`config.mk`:
```
export PLATFORM = sky130hd
export DESIGN_NAME = line_rasterizer
export DESIGN_NICKNAME = d
export VERILOG_FILES = /design/src/lr_pkg.sv /design/src/line_rasterizer.sv /design/src/lr_queue.sv /design/src/lr_front.sv /design/src/lr_back.sv
export SDC_FILE = /design/constraint.sdc
export NUM_CORES = 1
export LEC_CHECK = 0
export BUFFER_PORTS_ARGS = -buffer_cell sky130_fd_sc_hd__buf_2
export CELL_PAD_IN_SITES_DETAIL_PLACEMENT = 2
export CELL_PAD_IN_SITES_GLOBAL_PLACEMENT = 2
export CORE_UTILIZATION = 35
export CTS_CLUSTER_SIZE = 25
export DETAILED_ROUTE_END_ITERATION = 8
export GPL_ROUTABILITY_DRIVEN = 0
export PLACE_DENSITY_LB_ADDON = 0.3
export SYNTH_ARGS = -nofsm -noshare
export SYNTH_HDL_FRONTEND = slang
export SYNTH_SLANG_ARGS = --single-unit
```
`constraint.sdc`:
```
create_clock -name clk_i -period 7.8 [get_ports clk_i]
set_input_delay 1.56 -clock clk_i [delete_from_list [all_inputs] [get_ports clk_i]]
set_output_delay 1.56 -clock clk_i [all_outputs]
set_load 0.02 [all_outputs]
```
`src/lr_pkg.sv`:
```
`timescale 1ns / 1ps
// ----------------------------------------------------------------------------
// lr_pkg: shared definitions for the line rasteriser
// operation codes and default sizes used by the front, queue and back
// ----------------------------------------------------------------------------
package lr_pkg;

  // default coordinate width, signed
  localparam int unsigned CoordBits  = 12;
  // depth of the queue between front and back
  localparam int unsigned QueueDepth = 2;

  // kind of an input beat
  typedef enum logic {
    OP_START   = 1'b0,
    OP_ADVANCE = 1'b1
  } op_e;

endpackage

```
`src/line_rasterizer.sv`:
```
`timescale 1ns / 1ps
// path: an accepted beat is written into the queue, then popped into the output
//   register that drives m_axis
// throughput: one beat per cycle while m_axis is not stalled, start and advance
//   alike, set by the single add-compare error update in the back stepper
// reset: rst_ni clears the queue, the output valid flag and the line-active flag,
//   so the block comes up idle and an advance then gives an empty pixel
// ----------------------------------------------------------------------------
// line_rasterizer: bresenham line rasteriser
// start beats set up a line and give its first pixel, advance beats step it
// ----------------------------------------------------------------------------
module line_rasterizer
  import lr_pkg::*;
#(
  parameter int unsigned CoordW = CoordBits,
  localparam int unsigned InDataW  = ((4 * CoordW + 1 + 7) / 8) * 8,
  localparam int unsigned OutDataW = ((2 * CoordW + 1 + 7) / 8) * 8
) (
  input  logic                clk_i,
  input  logic                rst_ni,
  // input beats
  input  logic                s_axis_tvalid,
  output logic                s_axis_tready,
  // start_x, start_y, end_x, end_y, pen_color, zero pad
  input  logic [InDataW-1:0]  s_axis_tdata,
  // operation
  input  logic [0:0]          s_axis_tuser,
  // result beats
  output logic                m_axis_tvalid,
  input  logic                m_axis_tready,
  // pixel_x, pixel_y, pixel_color, zero pad
  output logic [OutDataW-1:0] m_axis_tdata,
  // pixel_valid
  output logic [0:0]          m_axis_tuser,
  // last_pixel
  output logic                m_axis_tlast
);

  localparam int unsigned EntryW = 4 + 5 * CoordW;

  logic [EntryW-1:0]        front_entry, queue_entry;
  logic                     q_full, q_empty, q_pop, q_push;
  logic                     pix_valid, pix_color, pix_last;
  logic signed [CoordW-1:0] pix_x, pix_y;

  // the front takes a beat whenever the queue has room
  assign s_axis_tready = !q_full;
  assign q_push        = s_axis_tvalid && !q_full;

  // set-up of a new line happens before the queue, so the back only steps
  lr_front #(
    .CoordW (CoordW)
  ) u_front (
    .op_i        (op_e'(s_axis_tuser[0])),
    .start_x_i   (s_axis_tdata[CoordW-1:0]),
    .start_y_i   (s_axis_tdata[2*CoordW-1:CoordW]),
    .end_x_i     (s_axis_tdata[3*CoordW-1:2*CoordW]),
    .end_y_i     (s_axis_tdata[4*CoordW-1:3*CoordW]),
    .pen_color_i (s_axis_tdata[4*CoordW]),
    .entry_o     (front_entry)
  );

  // decouples input stalls from output stalls
  lr_queue #(
    .Width (EntryW),
    .Depth (QueueDepth)
  ) u_queue (
    .clk_i       (clk_i),
    .rst_ni      (rst_ni),
    .push_i      (q_push),
    .push_data_i (front_entry),
    .full_o      (q_full),
    .pop_i       (q_pop),
    .pop_data_o  (queue_entry),
    .empty_o     (q_empty)
  );

  // line state and output register; pops one entry per cycle while the queue
  // holds one and the output register is free or being drained
  lr_back #(
    .CoordW (CoordW)
  ) u_back (
    .clk_i         (clk_i),
    .rst_ni        (rst_ni),
    .entry_i       (queue_entry),
    .empty_i       (q_empty),
    .pop_o         (q_pop),
    .out_valid_o   (m_axis_tvalid),
    .out_ready_i   (m_axis_tready),
    .pixel_valid_o (pix_valid),
    .pixel_x_o     (pix_x),
    .pixel_y_o     (pix_y),
    .pixel_color_o (pix_color),
    .last_pixel_o  (pix_last)
  );

  // pack the result beat, pad bits tied low
  assign m_axis_tdata = OutDataW'({pix_color, pix_y, pix_x});
  assign m_axis_tuser = pix_valid;
  assign m_axis_tlast = pix_last;

endmodule

```
`src/lr_queue.sv`:
```
`timescale 1ns / 1ps
// ----------------------------------------------------------------------------
// lr_queue: short fifo between front and back
// register-based fifo of packed entries with full and empty flags
// ----------------------------------------------------------------------------
module lr_queue
  import lr_pkg::*;
#(
  parameter int unsigned Width = 64,
  parameter int unsigned Depth = QueueDepth
) (
  input  logic             clk_i,
  input  logic             rst_ni,
  input  logic             push_i,
  input  logic [Width-1:0] push_data_i,
  output logic             full_o,
  input  logic             pop_i,
  output logic [Width-1:0] pop_data_o,
  output logic             empty_o
);

  localparam int unsigned PtrW = (Depth > 1) ? $clog2(Depth) : 1;
  localparam int unsigned CntW = $clog2(Depth + 1);

  logic [Width-1:0] mem_q [Depth];
  logic [PtrW-1:0]  wr_ptr_q, wr_ptr_d;
  logic [PtrW-1:0]  rd_ptr_q, rd_ptr_d;
  logic [CntW-1:0]  count_q, count_d;

  function automatic logic [PtrW-1:0] ptr_inc(input logic [PtrW-1:0] p);
    logic [PtrW-1:0] r;
    if (p == PtrW'(Depth - 1)) begin
      r = '0;
    end else begin
      r = p + PtrW'(1);
    end
    return r;
  endfunction

  assign full_o     = (count_q == CntW'(Depth));
  assign empty_o    = (count_q == '0);
  assign pop_data_o = mem_q[rd_ptr_q];

  always_comb begin
    wr_ptr_d = push_i ? ptr_inc(wr_ptr_q) : wr_ptr_q;
    rd_ptr_d = pop_i  ? ptr_inc(rd_ptr_q) : rd_ptr_q;
    count_d  = count_q;
    if (push_i && !pop_i) begin
      count_d = count_q + CntW'(1);
    end else if (pop_i && !push_i) begin
      count_d = count_q - CntW'(1);
    end
  end

  always_ff @(posedge clk_i or negedge rst_ni) begin
    if (!rst_ni) begin
      wr_ptr_q <= '0;
      rd_ptr_q <= '0;
      count_q  <= '0;
    end else begin
      wr_ptr_q <= wr_ptr_d;
      rd_ptr_q <= rd_ptr_d;
      count_q  <= count_d;
    end
  end

  always_ff @(posedge clk_i) begin
    if (push_i) begin
      mem_q[wr_ptr_q] <= push_data_i;
    end
  end

endmodule

```
`src/lr_front.sv`:
```
`timescale 1ns / 1ps
// ----------------------------------------------------------------------------
// lr_front: command decode and line set-up
// classifies beats and works out steepness, ordering and deltas of a line
// ----------------------------------------------------------------------------
module lr_front
  import lr_pkg::*;
#(
  parameter int unsigned CoordW = CoordBits,
  localparam int unsigned EntryW = 4 + 5 * CoordW
) (
  input  op_e                       op_i,
  input  logic signed [CoordW-1:0]  start_x_i,
  input  logic signed [CoordW-1:0]  start_y_i,
  input  logic signed [CoordW-1:0]  end_x_i,
  input  logic signed [CoordW-1:0]  end_y_i,
  input  logic                      pen_color_i,
  output logic [EntryW-1:0]         entry_o
);

  typedef struct packed {
    op_e                       op;
    logic                      steep;
    logic                      color;
    logic                      down;
    logic signed [CoordW-1:0]  major_pos;
    logic signed [CoordW-1:0]  major_end;
    logic signed [CoordW-1:0]  minor_pos;
    logic [CoordW-1:0]         major_delta;
    logic [CoordW-1:0]         minor_delta;
  } entry_t;

  logic signed [CoordW:0]   dx, dy;
  logic [CoordW:0]          dx_abs, dy_abs;
  logic [CoordW-1:0]        dx_mag, dy_mag;
  logic                     steep;
  logic signed [CoordW-1:0] a0, a1, b0, b1;
  logic                     swap;
  entry_t                   entry;

  always_comb begin
    dx     = {end_x_i[CoordW-1], end_x_i} - {start_x_i[CoordW-1], start_x_i};
    dy     = {end_y_i[CoordW-1], end_y_i} - {start_y_i[CoordW-1], start_y_i};
    dx_abs = dx[CoordW] ? (CoordW+1)'(-dx) : dx;
    dy_abs = dy[CoordW] ? (CoordW+1)'(-dy) : dy;
    dx_mag = dx_abs[CoordW-1:0];
    dy_mag = dy_abs[CoordW-1:0];
    steep  = (dy_mag > dx_mag);

    // major axis is x, or y for a steep line
    a0 = steep ? start_y_i : start_x_i;
    a1 = steep ? end_y_i   : end_x_i;
    b0 = steep ? start_x_i : start_y_i;
    b1 = steep ? end_x_i   : end_y_i;
    swap = (a0 > a1);

    entry.op          = op_i;
    entry.steep       = steep;
    entry.color       = pen_color_i;
    entry.major_pos   = swap ? a1 : a0;
    entry.major_end   = swap ? a0 : a1;
    entry.minor_pos   = swap ? b1 : b0;
    entry.major_delta = steep ? dy_mag : dx_mag;
    entry.minor_delta = steep ? dx_mag : dy_mag;
    // step down unless the minor coordinate strictly rises
    entry.down        = swap ? !(b1 < b0) : !(b0 < b1);
  end

  assign entry_o = entry;

endmodule

```
`src/lr_back.sv`:
```
`timescale 1ns / 1ps
// ----------------------------------------------------------------------------
// lr_back: pixel stepper
// holds the running line and emits one pixel per queued beat
// ----------------------------------------------------------------------------
module lr_back
  import lr_pkg::*;
#(
  parameter int unsigned CoordW = CoordBits,
  localparam int unsigned EntryW = 4 + 5 * CoordW
) (
  input  logic                     clk_i,
  input  logic                     rst_ni,
  input  logic [EntryW-1:0]        entry_i,
  input  logic                     empty_i,
  output logic                     pop_o,
  output logic                     out_valid_o,
  input  logic                     out_ready_i,
  output logic                     pixel_valid_o,
  output logic signed [CoordW-1:0] pixel_x_o,
  output logic signed [CoordW-1:0] pixel_y_o,
  output logic                     pixel_color_o,
  output logic                     last_pixel_o
);

  typedef struct packed {
    op_e                       op;
    logic                      steep;
    logic                      color;
    logic                      down;
    logic signed [CoordW-1:0]  major_pos;
    logic signed [CoordW-1:0]  major_end;
    logic signed [CoordW-1:0]  minor_pos;
    logic [CoordW-1:0]         major_delta;
    logic [CoordW-1:0]         minor_delta;
  } entry_t;

  entry_t entry;

  // line state
  logic                     active_q;
  logic                     steep_q, color_q, down_q;
  logic signed [CoordW-1:0] major_q, major_d;
  logic signed [CoordW-1:0] end_q;
  logic signed [CoordW-1:0] minor_q, minor_d;
  logic signed [CoordW:0]   err_q, err_d;
  logic [CoordW-1:0]        mdelta_q, ndelta_q;

  // output register
  logic                     out_valid_q;
  logic                     pix_valid_q, color_out_q, last_q;
  logic signed [CoordW-1:0] px_q, py_q;

  // selected operands
  logic                     pop, is_start, emit, last;
  logic                     c_steep, c_color, c_down;
  logic signed [CoordW-1:0] c_major, c_end, c_minor;
  logic signed [CoordW:0]   c_err, err_sub;
  logic [CoordW-1:0]        c_mdelta, c_ndelta;

  assign entry = entry_t'(entry_i);
  assign pop   = !empty_i && (!out_valid_q || out_ready_i);

  always_comb begin
    is_start = (entry.op == OP_START);
    emit     = pop && (is_start || active_q);

    c_steep  = is_start ? entry.steep       : steep_q;
    c_color  = is_start ? entry.color       : color_q;
    c_down   = is_start ? entry.down        : down_q;
    c_major  = is_start ? entry.major_pos   : major_q;
    c_end    = is_start ? entry.major_end   : end_q;
    c_minor  = is_start ? entry.minor_pos   : minor_q;
    c_mdelta = is_start ? entry.major_delta : mdelta_q;
    c_ndelta = is_start ? entry.minor_delta : ndelta_q;
    c_err    = is_start ? $signed({2'b00, entry.major_delta[CoordW-1:1]}) : err_q;

    last    = (c_major >= c_end);
    err_sub = c_err - $signed({1'b0, c_ndelta});
    major_d = c_major + CoordW'(1);
    minor_d = c_minor;
    err_d   = err_sub;
    if (err_sub[CoordW]) begin
      minor_d = c_down ? c_minor - CoordW'(1) : c_minor + CoordW'(1);
      err_d   = err_sub + $signed({1'b0, c_mdelta});
    end
  end

  always_ff @(posedge clk_i or negedge rst_ni) begin
    if (!rst_ni) begin
      active_q    <= 1'b0;
      out_valid_q <= 1'b0;
    end else begin
      if (emit) begin
        active_q <= !last;
      end
      if (pop) begin
        out_valid_q <= 1'b1;
      end else if (out_ready_i) begin
        out_valid_q <= 1'b0;
      end
    end
  end

  always_ff @(posedge clk_i) begin
    if (emit) begin
      steep_q  <= c_steep;
      color_q  <= c_color;
      down_q   <= c_down;
      end_q    <= c_end;
      mdelta_q <= c_mdelta;
      ndelta_q <= c_ndelta;
      major_q  <= major_d;
      minor_q  <= minor_d;
      err_q    <= err_d;
    end
    if (pop) begin
      pix_valid_q <= emit;
      px_q        <= emit ? (c_steep ? c_minor : c_major) : '0;
      py_q        <= emit ? (c_steep ? c_major : c_minor) : '0;
      color_out_q <= emit && c_color;
      last_q      <= emit && last;
    end
  end

  assign pop_o         = pop;
  assign out_valid_o   = out_valid_q;
  assign pixel_valid_o = pix_valid_q;
  assign pixel_x_o     = px_q;
  assign pixel_y_o     = py_q;
  assign pixel_color_o = color_out_q;
  assign last_pixel_o  = last_q;

endmodule

```
## Word level (Yosys, flattened, before mapping)

Memories as Yosys holds them, arrays and structs flattened.
Index checks and enable logic that the tools add are counted.

- Add/sub/neg operators: 13
- Magnitude comparators: 5
- Equality and inequality tests: 1
- Mux-type cells: 34
- Bitwise logic cells: 1
- Reduce and logical (&&, ||, !) cells: 20

Operators with widths:

| cell | count |
|---|---|
| 12-bit two-way mux | 21 |
| 12-bit by 12-bit subtractor with 13-bit output | 2 |
| 12-bit by 2-bit adder with 12-bit output, second input constant | 2 |
| 12-bit > comparator | 2 |
| 12-bit < comparator | 2 |
| 12-bit negator | 2 |
| 13-bit adder | 1 |
| 13-bit two-way mux | 1 |
| 13-bit subtractor | 1 |
| 12-bit >= comparator | 1 |
| 12-bit by 2-bit subtractor with 12-bit output, second input constant | 1 |
| 1-bit two-way mux | 10 |
| 1-bit logical NOT | 8 |
| 1-bit logical AND | 7 |
| 2-bit two-way mux | 2 |
| 2-bit nonzero test | 2 |
| 1-bit adder, second input constant | 2 |
| 2-bit by 1-bit adder with 2-bit output, second input constant | 1 |
| 2-bit == test, second input constant | 1 |
| 2-bit logical NOT | 1 |
| 1-bit logical OR | 2 |
| 2-bit by 1-bit subtractor with 2-bit output, second input constant | 1 |
| 1-bit inverter | 1 |

- Bits in registers: 109
- Bits in writable memories: 128
- Bits of input ports: 61
- Memories: 1

Memories:

| name | words | bits a word | rd ports | clocked after memory_dff | write ports | line | RTL |
|---|---|---|---|---|---|---|---|
| u_queue.mem_q | 2 | 64 | 1 | 0 | 1 | lr_queue.sv:25 | `logic [Width-1:0] mem_q [Depth];` |

## Depth between registers and ports, before layout

Gate-level depths: netlist of run 1.

- Depth after elaboration: 8
- Depth in mapped cells: 36
- Mapped depth without buffers: 31

## By module

Synthesis of run 1 repeated with hierarchy kept, for this count alone.

- Cells, all modules: 1334
- Area total of the unflattened synthesis: 15282.2 um^2

Modules (own cells, without submodules):

| module | times used | cells an instance | area each (um^2) | sequential area each (um^2) |
|---|---|---|---|---|
| lr_back | 1 | 599 | 6580.1 | 3143.0 |
| lr_queue | 1 | 215 | 5011.1 | 3943.8 |
| lr_front | 1 | 509 | 3617.2 | 0.0 |
| line_rasterizer | 1 | 11 | 73.8 | 0.0 |

## Worst setup path before layout of run 1

Ideal clock, no wire load.

- Path kind: input to register
- From: in s_axis_tdata[2]
- To: mem u_queue.mem_q[0][27], data pin
- Arrival: 7.636 ns
- Required time: 7.515 ns
- Path slack: -0.121 ns
- Stages on the path: 31
- Path buffers: 4
- Cell sequence: inv_1 ha_1 nor2b_1 o31a_1 or4_4 a31oi_4 xnor2_1 nor3b_2 a31oi_1 xnor3_1 ha_1 nand4_1 or3_1 a21oi_1 clkbuf_1 clkbuf_1 nor2_1 a21oi_1 inv_1 ha_1 nor2b_1 o21a_1 o21ai_0 nand2b_1 a21oi_1 o21ai_1 a311oi_1 o22ai_1 buf_1 buf_1 mux2i_1

- Word-level cells in the longest chain between the ends: 7
- Elaborated cells on any way between the ends: 10

RTL lines:

| item | line | RTL |
|---|---|---|
| start: declaration | line_rasterizer.sv:25 | `input logic [InDataW-1:0] s_axis_tdata,` |
| 12-bit by 12-bit subtractor with 13-bit output | lr_front.sv:42 | `dx = {end_x_i[CoordW-1], end_x_i} - {start_x_i[CoordW-1], start_x_i};` |
| 12-bit negator | lr_front.sv:44 | `dx_abs = dx[CoordW] ? (CoordW+1)'(-dx) : dx;` |
| 12-bit two-way mux | lr_front.sv:44 |  |
| 12-bit > comparator | lr_front.sv:48 | `steep = (dy_mag > dx_mag);` |
| 12-bit two-way mux, on equally long branches | lr_front.sv:51, lr_front.sv:52 |  |
| 12-bit > comparator | lr_front.sv:55 | `swap = (a0 > a1);` |
| 12-bit two-way mux (*) | lr_front.sv:62 | `entry.minor_pos = swap ? b1 : b0;` |
| net front_entry[27] | line_rasterizer.sv:41 | `logic [EntryW-1:0] front_entry, queue_entry;` |
| end: declaration | lr_queue.sv:25 |  |

Mark *: on every way through the listed nets, which the timed path passes. The rest lies on a longest branch.

## Worst setup path in the final report of run 1

- From: in s_axis_tdata[24]
- To: mem u_queue.mem_q[1][24], data pin

The elaborated chain is that of the path after synthesis.

==> results.yml, run 1 <==
outcome:
  run_status: "finished clean"
worst_setup_path:
  cp-start-kind: "primary input"
  crit_path_max_incr_delay_ns: 0.43
  path_common_cell: "buf_4"
  timing.rr.start: "u_queue.rd_ptr_q"
  r2r_end: "u_back.err_q[11]"
  crit_slowest_cell: "or4_4"
  r2r_cells: 16
  cp.required_ns: 8.10
  crit_family: "compound AO/OA/AOI/OAI gates"
  cp-endpoint: "u_queue.mem_q[1][24]"
  crit_buf_inv: 12
  worst_setup_path_end_kind: "flop"
  r2r_slack_ns: 1.86
  crit_path_start: "s_axis_tdata[24]"
  cp_num_cells: 37
  worstPathArrival_ns: 8.00
  path_class: "in2reg"
  path_max_fanout: 15
placement:
  placed_area_mm2: 0.0174
  dp_hpwl_mm: 35.1
  io_buffers: 82
flow_run:
  drv_cap: 0
synthesis:
  ys_seq_area_share_pct: 47.5
  synth_fa_ha_area_share_pct: 9.89
  synth_flop_cell: "edfxtp_1"
  synth_edf_count: 231
  avgSynthCellArea_um2: 11.0
  ys_types: 66
  synth.cell_area_mm2: 0.0149
  synth_mux_area_share_pct: 11.4
  synth_async_sr_flop_share_pct: 2.53
  ys_seq_elements: 237
  synth-compound-area-share_pct: 12.9
  synth_cells: 1361
  synth-simple-area-share_pct: 9.14
  synthXorXnorAreaFrac_pct: 4.60
  synth_top_family_by_area: "compound AO/OA/AOI/OAI gates"
  yosys_warnings: 0
floorplan:
  core-area_mm2: 0.0420
  row_count: 75
  fp.dieW_um: 209
  fp.dieH_um: 209
  start_util_pct: 35.5
  die_area_mm2: 0.0435
  ioPinCount: 97
finish:
  fillers: 4369
  num-nets-final: 1803
  fin_area_mm2: 0.0184
  drive_above_1_share_pct: 23.6
  n_antenna_cell: 0
  area_delta_synth_final_pct: 23.4
sta:
  finalSetupViolCount: 0
  finalHoldViolations: 0
  timing.hold.ws_ns: 0.530
  min_period_ns: 7.70
  fin_crit_sh_pct: 98.7
  worst_slew_pin_slew_ns: 0.978
  finalSetupTns_ns: 0
  max_freq_mhz: 130
  timing.slew.headroom_pct: 34.8
  maxSlewViolCount: 0
  finalClockSkew_ns: 0.0217
global_route:
  antenna_found_initial: 0
  grt_overflow: 0
  gr-usage-all-layers_pct: 22.2
  grt_pass1_vias: 12885
  grt_pass1_wl_mm: 74.9
  grt_max_degree: 66
worst_hold_path:
  min_path_type: "reg2reg"
detailed_routing:
  viasPerCell: 5.28
  drc_errors: 0
  drt_iter0_markers: 561
  vias: 11532
  wl_per_cell_um: 22.2
  drtAntennaViolNets: 0
  drt_first_pass_iters: 5
  drt-total-wl_mm: 48.6
clocking:
  clkSlewWorstSetupHoldPaths_ns: 0.06
  cts_made_buffers: 26
  clock_sink_count: 237
  clk_path_buf_depth: 3
  cts_tree: "done"
  htree_levels: 1
  ctsHoldBuffers: 0
  clockRootBuffer: "clkbuf_16"
  clk_latency_ns: 0.55
==> worst min-delay path by stage <==
| stage | startpoint | end | slack, ns | cells after the start |
|---|---|---|---|---|
| floorplan | u_queue.wr_ptr_q | u_queue.wr_ptr_q | 0.46 | 1 |
| global placement | u_queue.count_q[1] | u_queue.count_q[1] | 0.48 | 1 |
| detailed placement | u_queue.count_q[1] | u_queue.count_q[1] | 0.53 | 1 |
| CTS | u_queue.count_q[1] | u_queue.count_q[1] | 0.54 | 1 |
| global route | u_queue.count_q[1] | u_queue.count_q[1] | 0.54 | 1 |
| finish | u_queue.count_q[1] | u_queue.count_q[1] | 0.53 | 1 |
==> flip-flops by register name (all words and copies together) (netlist names), 2 cells and up <==
name,flops
u_back.major_q,12
u_back.err_q,13
u_back.pixel_x_o,12
u_queue.mem_q,128
u_back.end_q,12
u_back.ndelta_q,12
u_back.pixel_y_o,12
u_back.mdelta_q,12
u_queue.count_q,2
u_back.minor_q,12
==> layer usage <==
layer	global-route usage (%)	wire [um]
met5	0	0
met1	28.6	21500
met2	39.3	24700
met4	5.52	959
met3	2.42	1390
==> cells by family after synthesis <==
logic type               Yosys count
adder cells (fa/ha/maj)          115
flip-flops                       237
AO/OA/AOI/OAI                    299
other                              1
buffers and inverters            166
AND/OR/NAND/NOR                  299
XOR/XNOR                          76
multiplexers                     168
==> layout make-up <==
class	instances	area (um^2)	area share, %
inverter	109	410	2.23
timing repair buffer	289	2040	11.1
sequential	237	7090	38.5
clock inverter	13	108	0.584
clock buffer	33	677	3.68
multi-input combinational	964	7410	40.2
tap	539	674	3.66
==> placed cells by master (no fill, tap or decap), types with 9 or more instances in the layout <==
cell type | netlist | final
edfxtp_1 | 231 | 231
buf_4 | 9 | 201
mux2i_1 | 147 | 141
nor2_1 | 120 | 117
a21oi_1 | 120 | 113
ha_1 | 110 | 108
inv_1 | 107 | 105
nand2_1 | 82 | 82
buf_2 | 11 | 82
a21o_1 | 47 | 47
xnor2_1 | 45 | 41
o21a_1 | 35 | 35
xor2_1 | 29 | 27
clkbuf_16 | 0 | 27
nor2b_1 | 25 | 25
o21ai_0 | 22 | 21
nor3_1 | 12 | 12
nand2b_1 | 12 | 12
mux2_2 | 11 | 11
nand4_1 | 10 | 10
mux2_1 | 10 | 10
a211oi_1 | 11 | 9
a31oi_1 | 11 | 9
nand3_1 | 9 | 9
==> synth_stat cells, types with 2 or more instances <==
library cell	instances	area [um^2]
o211ai_1	3	22.5
o21ai_1	8	40.0
nand3_1	9	45.0
o22ai_1	2	12.5
buf_1	12	45.0
o21a_1	35	263
a31oi_1	11	68.8
o21bai_1	7	52.6
a2111oi_0	2	17.5
nand2b_1	12	75.1
nor4b_1	2	17.5
o41ai_1	3	26.3
o31ai_1	4	30.0
o31a_1	5	43.8
ha_1	110	1380
mux2_2	11	124
clkbuf_1	25	93.8
buf_4	9	67.6
buf_2	11	55.1
nor4_1	3	18.8
or2_2	3	18.8
a21oi_1	120	601
mux2_1	10	113
fa_1	5	100
inv_2	2	7.51
mux2i_1	147	1470
and2_1	4	25.0
and3_1	8	50.1
o21ai_0	22	110
nand4_1	10	62.6
inv_1	107	402
a2111oi_2	3	45.0
a211o_1	3	26.3
nor3_1	12	60.1
o211a_1	2	20.0
nor2_1	120	450
a211oi_1	11	82.6
edfxtp_1	231	6940
nand2_1	82	308
or3_1	2	12.5
xnor2_1	45	394
xor2_1	29	254
dfrtp_1	6	150
nor2b_1	25	156
a21o_1	47	353
==> metrics by stage <==
stage               setup WS (ns)  cells  util (%)
floorplan                  0.0738   1367         -
global placement           -0.410   2130      41.3
detailed placement         -0.690   2130      41.3
CTS                        0.0260   2180      43.3
global route               -0.194   2184      43.8
finish                      0.101   2184      43.8
==> repair_timing <==
action                     CTS  global route
resized for setup            8            30
gates cloned                 1             1
hold endpoints to repair     0             0
setup endpoints to repair   70            74
setup buffers                3             3
pin swaps                    3            12
Power of run 1 is not shown: default switching activity piles up to over one toggle a cycle in this logic, so the estimate is an artifact.
==> run 2, diff against run 1 <==
CORE_UTILIZATION = 45   (was 35)
==> results.yml, run 2 <==
outcome:
  run_status: "did not finish"
  haltStage: "global routing"
  firstError: "[ERROR GRT-0232] Routing congestion too high. Check the congestion heatmap in the GUI."
synthesis:
  ys_types: 66
  synth_edf_count: 231
  yosysTopAreaCell: "edfxtp_1"
  ys_seq_elements: 237
  synth_common_cells: "231 x edfxtp_1, 147 x mux2i_1, 120 x a21oi_1, 120 x nor2_1, 110 x ha_1"
  synth_async_sr_flop_share_pct: 2.53
  synth_cells: 1361
  yosys.cell_count.top_type: "edfxtp_1"
  ys_top_cells_by_area: "edfxtp_1 46%, mux2i_1 9.9%, ha_1 9.2%"
  netlist.area_leader.share_pct: 46.5
  avgSynthCellArea_um2: 11.0
  ys_seq_area_share_pct: 47.5
  synth_flop_cell: "edfxtp_1"
  yosys_warnings: 0
  synth.cell_area_mm2: 0.0149
global_route:
  gr-usage-all-layers_pct: 76.1
  grt_max_degree: 65
  antenna_found_initial: 5
  grt_overflow: 175
floorplan:
  fp.dieW_um: 184
  start_util_pct: 45.8
  fp.dieH_um: 184
  row_count: 66
  ioPinCount: 97
placement:
  placed_area_mm2: 0.0171
  dp_hpwl_mm: 41.9
  io_buffers: 82
clocking:
  clk_path_buf_depth: 3
  clock_sink_count: 237
  clockRootBuffer: "clkbuf_16"
  cts_made_buffers: 28
  htree_levels: 1
sta:
  worstEndpointGrtRepair: "u_queue.mem_q[0][24]$_DFFE_PP_/D"
  worstEpCategory: "sequential cell input"
[run 2: metal layers]
metal | overflow | GRT usage (%)
met3 | 4 | 54.7
met4 | 89 | 85.3
met1 | 1 | 77.7
met5 | 0 | 5.19
met2 | 81 | 93.6
[run 2: logic make-up after synthesis]
group | synth area share [%]
other | 0.0251
AO/OA/AOI/OAI | 12.9
AND/OR/NAND/NOR | 9.14
XOR/XNOR | 4.60
multiplexers | 11.4
adder cells (fa/ha/maj) | 9.89
buffers and inverters | 4.49
flip-flops | 47.5
[run 2: what timing repair did]
item | in CTS
buffers inserted | 23
setup endpoints to repair | 74
hold buffers | 0
gates cloned | 3
resized for setup | 100
pin swaps | 25
[run 2: through the flow]
stage | instances | hold WS (ns) | setup slack (ns) | TNS (ns) | utilization, %
2_1_floorplan | 1367 | 0.461 | 0.0738 | 0 | -
3_3_place_gp | 2010 | 0.482 | -0.300 | -16.13 | 52.4
3_5_place_dp | 2010 | 0.500 | -1.28 | -81.50 | 52.4
4_1_cts | 2086 | 0.500 | 0.00296 | 0 | 57.8
==> run 3, diff against run 2 <==
CELL_PAD_IN_SITES_DETAIL_PLACEMENT = unset   (was 2)
CELL_PAD_IN_SITES_GLOBAL_PLACEMENT = unset   (was 2)
CORE_UTILIZATION = 40   (was 45)
CTS_CLUSTER_SIZE = unset   (was 25)
PLACE_DENSITY_LB_ADDON = 0.15   (was 0.3)
==> results.yml, run 3 (synthesized netlist as in run 1, its figures left out) <==
outcome:
  run_status: "finished clean"
global_route:
  grt_overflow: 0
  grt_max_degree: 65
  gr-usage-all-layers_pct: 18.3
  grt_pass1_vias: 10274
  antenna_found_initial: 0
  grt_pass1_wl_mm: 55.2
sta:
  finalHoldViolations: 0
  finalSetupViolCount: 0
  fin_crit_sh_pct: 95.8
  worst_slew_pin_slew_ns: 0.949
  maxSlewViolCount: 0
  finalClockSkew_ns: 0.0290
  min_period_ns: 7.47
  timing.slew.headroom_pct: 36.8
  max_freq_mhz: 134
detailed_routing:
  viasPerCell: 5.16
  drt_iter0_markers: 620
  drtAntennaViolNets: 0
  drt-total-wl_mm: 35.0
  drc_errors: 0
  wl_per_cell_um: 16.8
  vias: 10757
  drt_first_pass_iters: 5
finish:
  drive_above_1_share_pct: 22.0
  reg.largest.list: "u_queue.mem_q: 128 flops, u_back.err_q: 13 flops"
  num-nets-final: 1772
  largest_reg_flops: 128
  area_delta_synth_final_pct: 21.6
  n_antenna_cell: 0
  layout_commonest_cell: "edfxtp_1"
  largest_register: "u_queue.mem_q"
  layout_common_cells: "231 x edfxtp_1, 171 x buf_4, 144 x mux2i_1"
  fin_area_mm2: 0.0182
floorplan:
  fp.dieW_um: 195
  row_count: 70
  start_util_pct: 40.7
  die_area_mm2: 0.0381
  core-area_mm2: 0.0367
  fp.dieH_um: 195
  ioPinCount: 97
clocking:
  cts_made_buffers: 26
  clock_sink_count: 237
  clockRootBuffer: "clkbuf_16"
  clk_latency_ns: 0.55
  cts_tree: "done"
  ctsHoldBuffers: 0
  clkSlewWorstSetupHoldPaths_ns: 0.06
  clk_path_buf_depth: 3
  htree_levels: 1
worst_setup_path:
  path_class: "in2reg"
  crit_buf_inv: 9
  timing.rr.start: "u_queue.rd_ptr_q"
  crit_path_start: "s_axis_tdata[36]"
  crit_path_max_incr_delay_ns: 0.41
  worst_setup_path_end_kind: "flop"
  crit_slowest_cell: "or3_4"
  path_max_fanout: 17
  cp-start-kind: "primary input"
  crit_family: "compound AO/OA/AOI/OAI gates"
  worstPathArrival_ns: 7.84
  cp.required_ns: 8.17
placement:
  placed_area_mm2: 0.0170
  dp_hpwl_mm: 25.9
  io_buffers: 82
worst_hold_path:
  hp-start: "u_queue.count_q[1]"
  min_path_type: "reg2reg"
flow_run:
  drv_cap: 0
## run 3: layout make-up
type,count,area [um^2]
Clock inverter,17,225
Timing Repair Buffer,258,1780
Multi-Input combinational cell,964,7400
Inverter,109,410
Clock buffer,31,669
Tap cell,468,586
Sequential cell,237,7090
Fill cell,3323,18500
## run 3: timing repair
item / CTS / global route
endpoints found under the setup margin: 0 / 74
resized for setup: 0 / 32
buffers inserted: 0 / 13
hold endpoints to repair: 0 / 0
## run 3: stage by stage
step,std cells,util [%],TNS (ns),hold slack (ns),setup slack (ns)
2_1_floorplan,1367,-,0,0.461,0.0738
3_3_place_gp,2022,46.2,-24.90,0.484,-0.409
3_5_place_dp,2022,46.2,-27.30,0.508,-0.438
4_1_cts,2070,48.7,0,0.517,0.120
5_1_grt,2084,49.5,-0.212,0.532,-0.0320
6_report,2084,49.5,0,0.512,0.327
## run 3: final timing paths
kind | to | slack [ns] | cells past startpoint
max | u_queue.mem_q[1][50] | 0.33 | 32
min | u_queue.count_q[1] | 0.51 | 1
max reg2reg | u_back.err_q[11] | 2.32 | 16
min reg2reg | u_queue.count_q[1] | 0.51 | 1
max in group asynchronous | u_queue.rd_ptr_q | 6.80 | 1
min in group asynchronous | u_back.out_valid_o | 0.83 | 1
## run 3: metal layers
| layer | vias to the layer above | share of wire, % | GRT usage, % |
|---|---|---|---|
| met1 | 5109 | 50 | 27.0 |
| met5 | - | 0 | 0 |
| met3 | 30 | 4.3 | 2.21 |
| li1 | 5409 | - | - |
| met2 | 209 | 44 | 28.3 |
| met4 | 0 | 1.7 | 4.87 |
Power of run 3 is left out for the same reason.
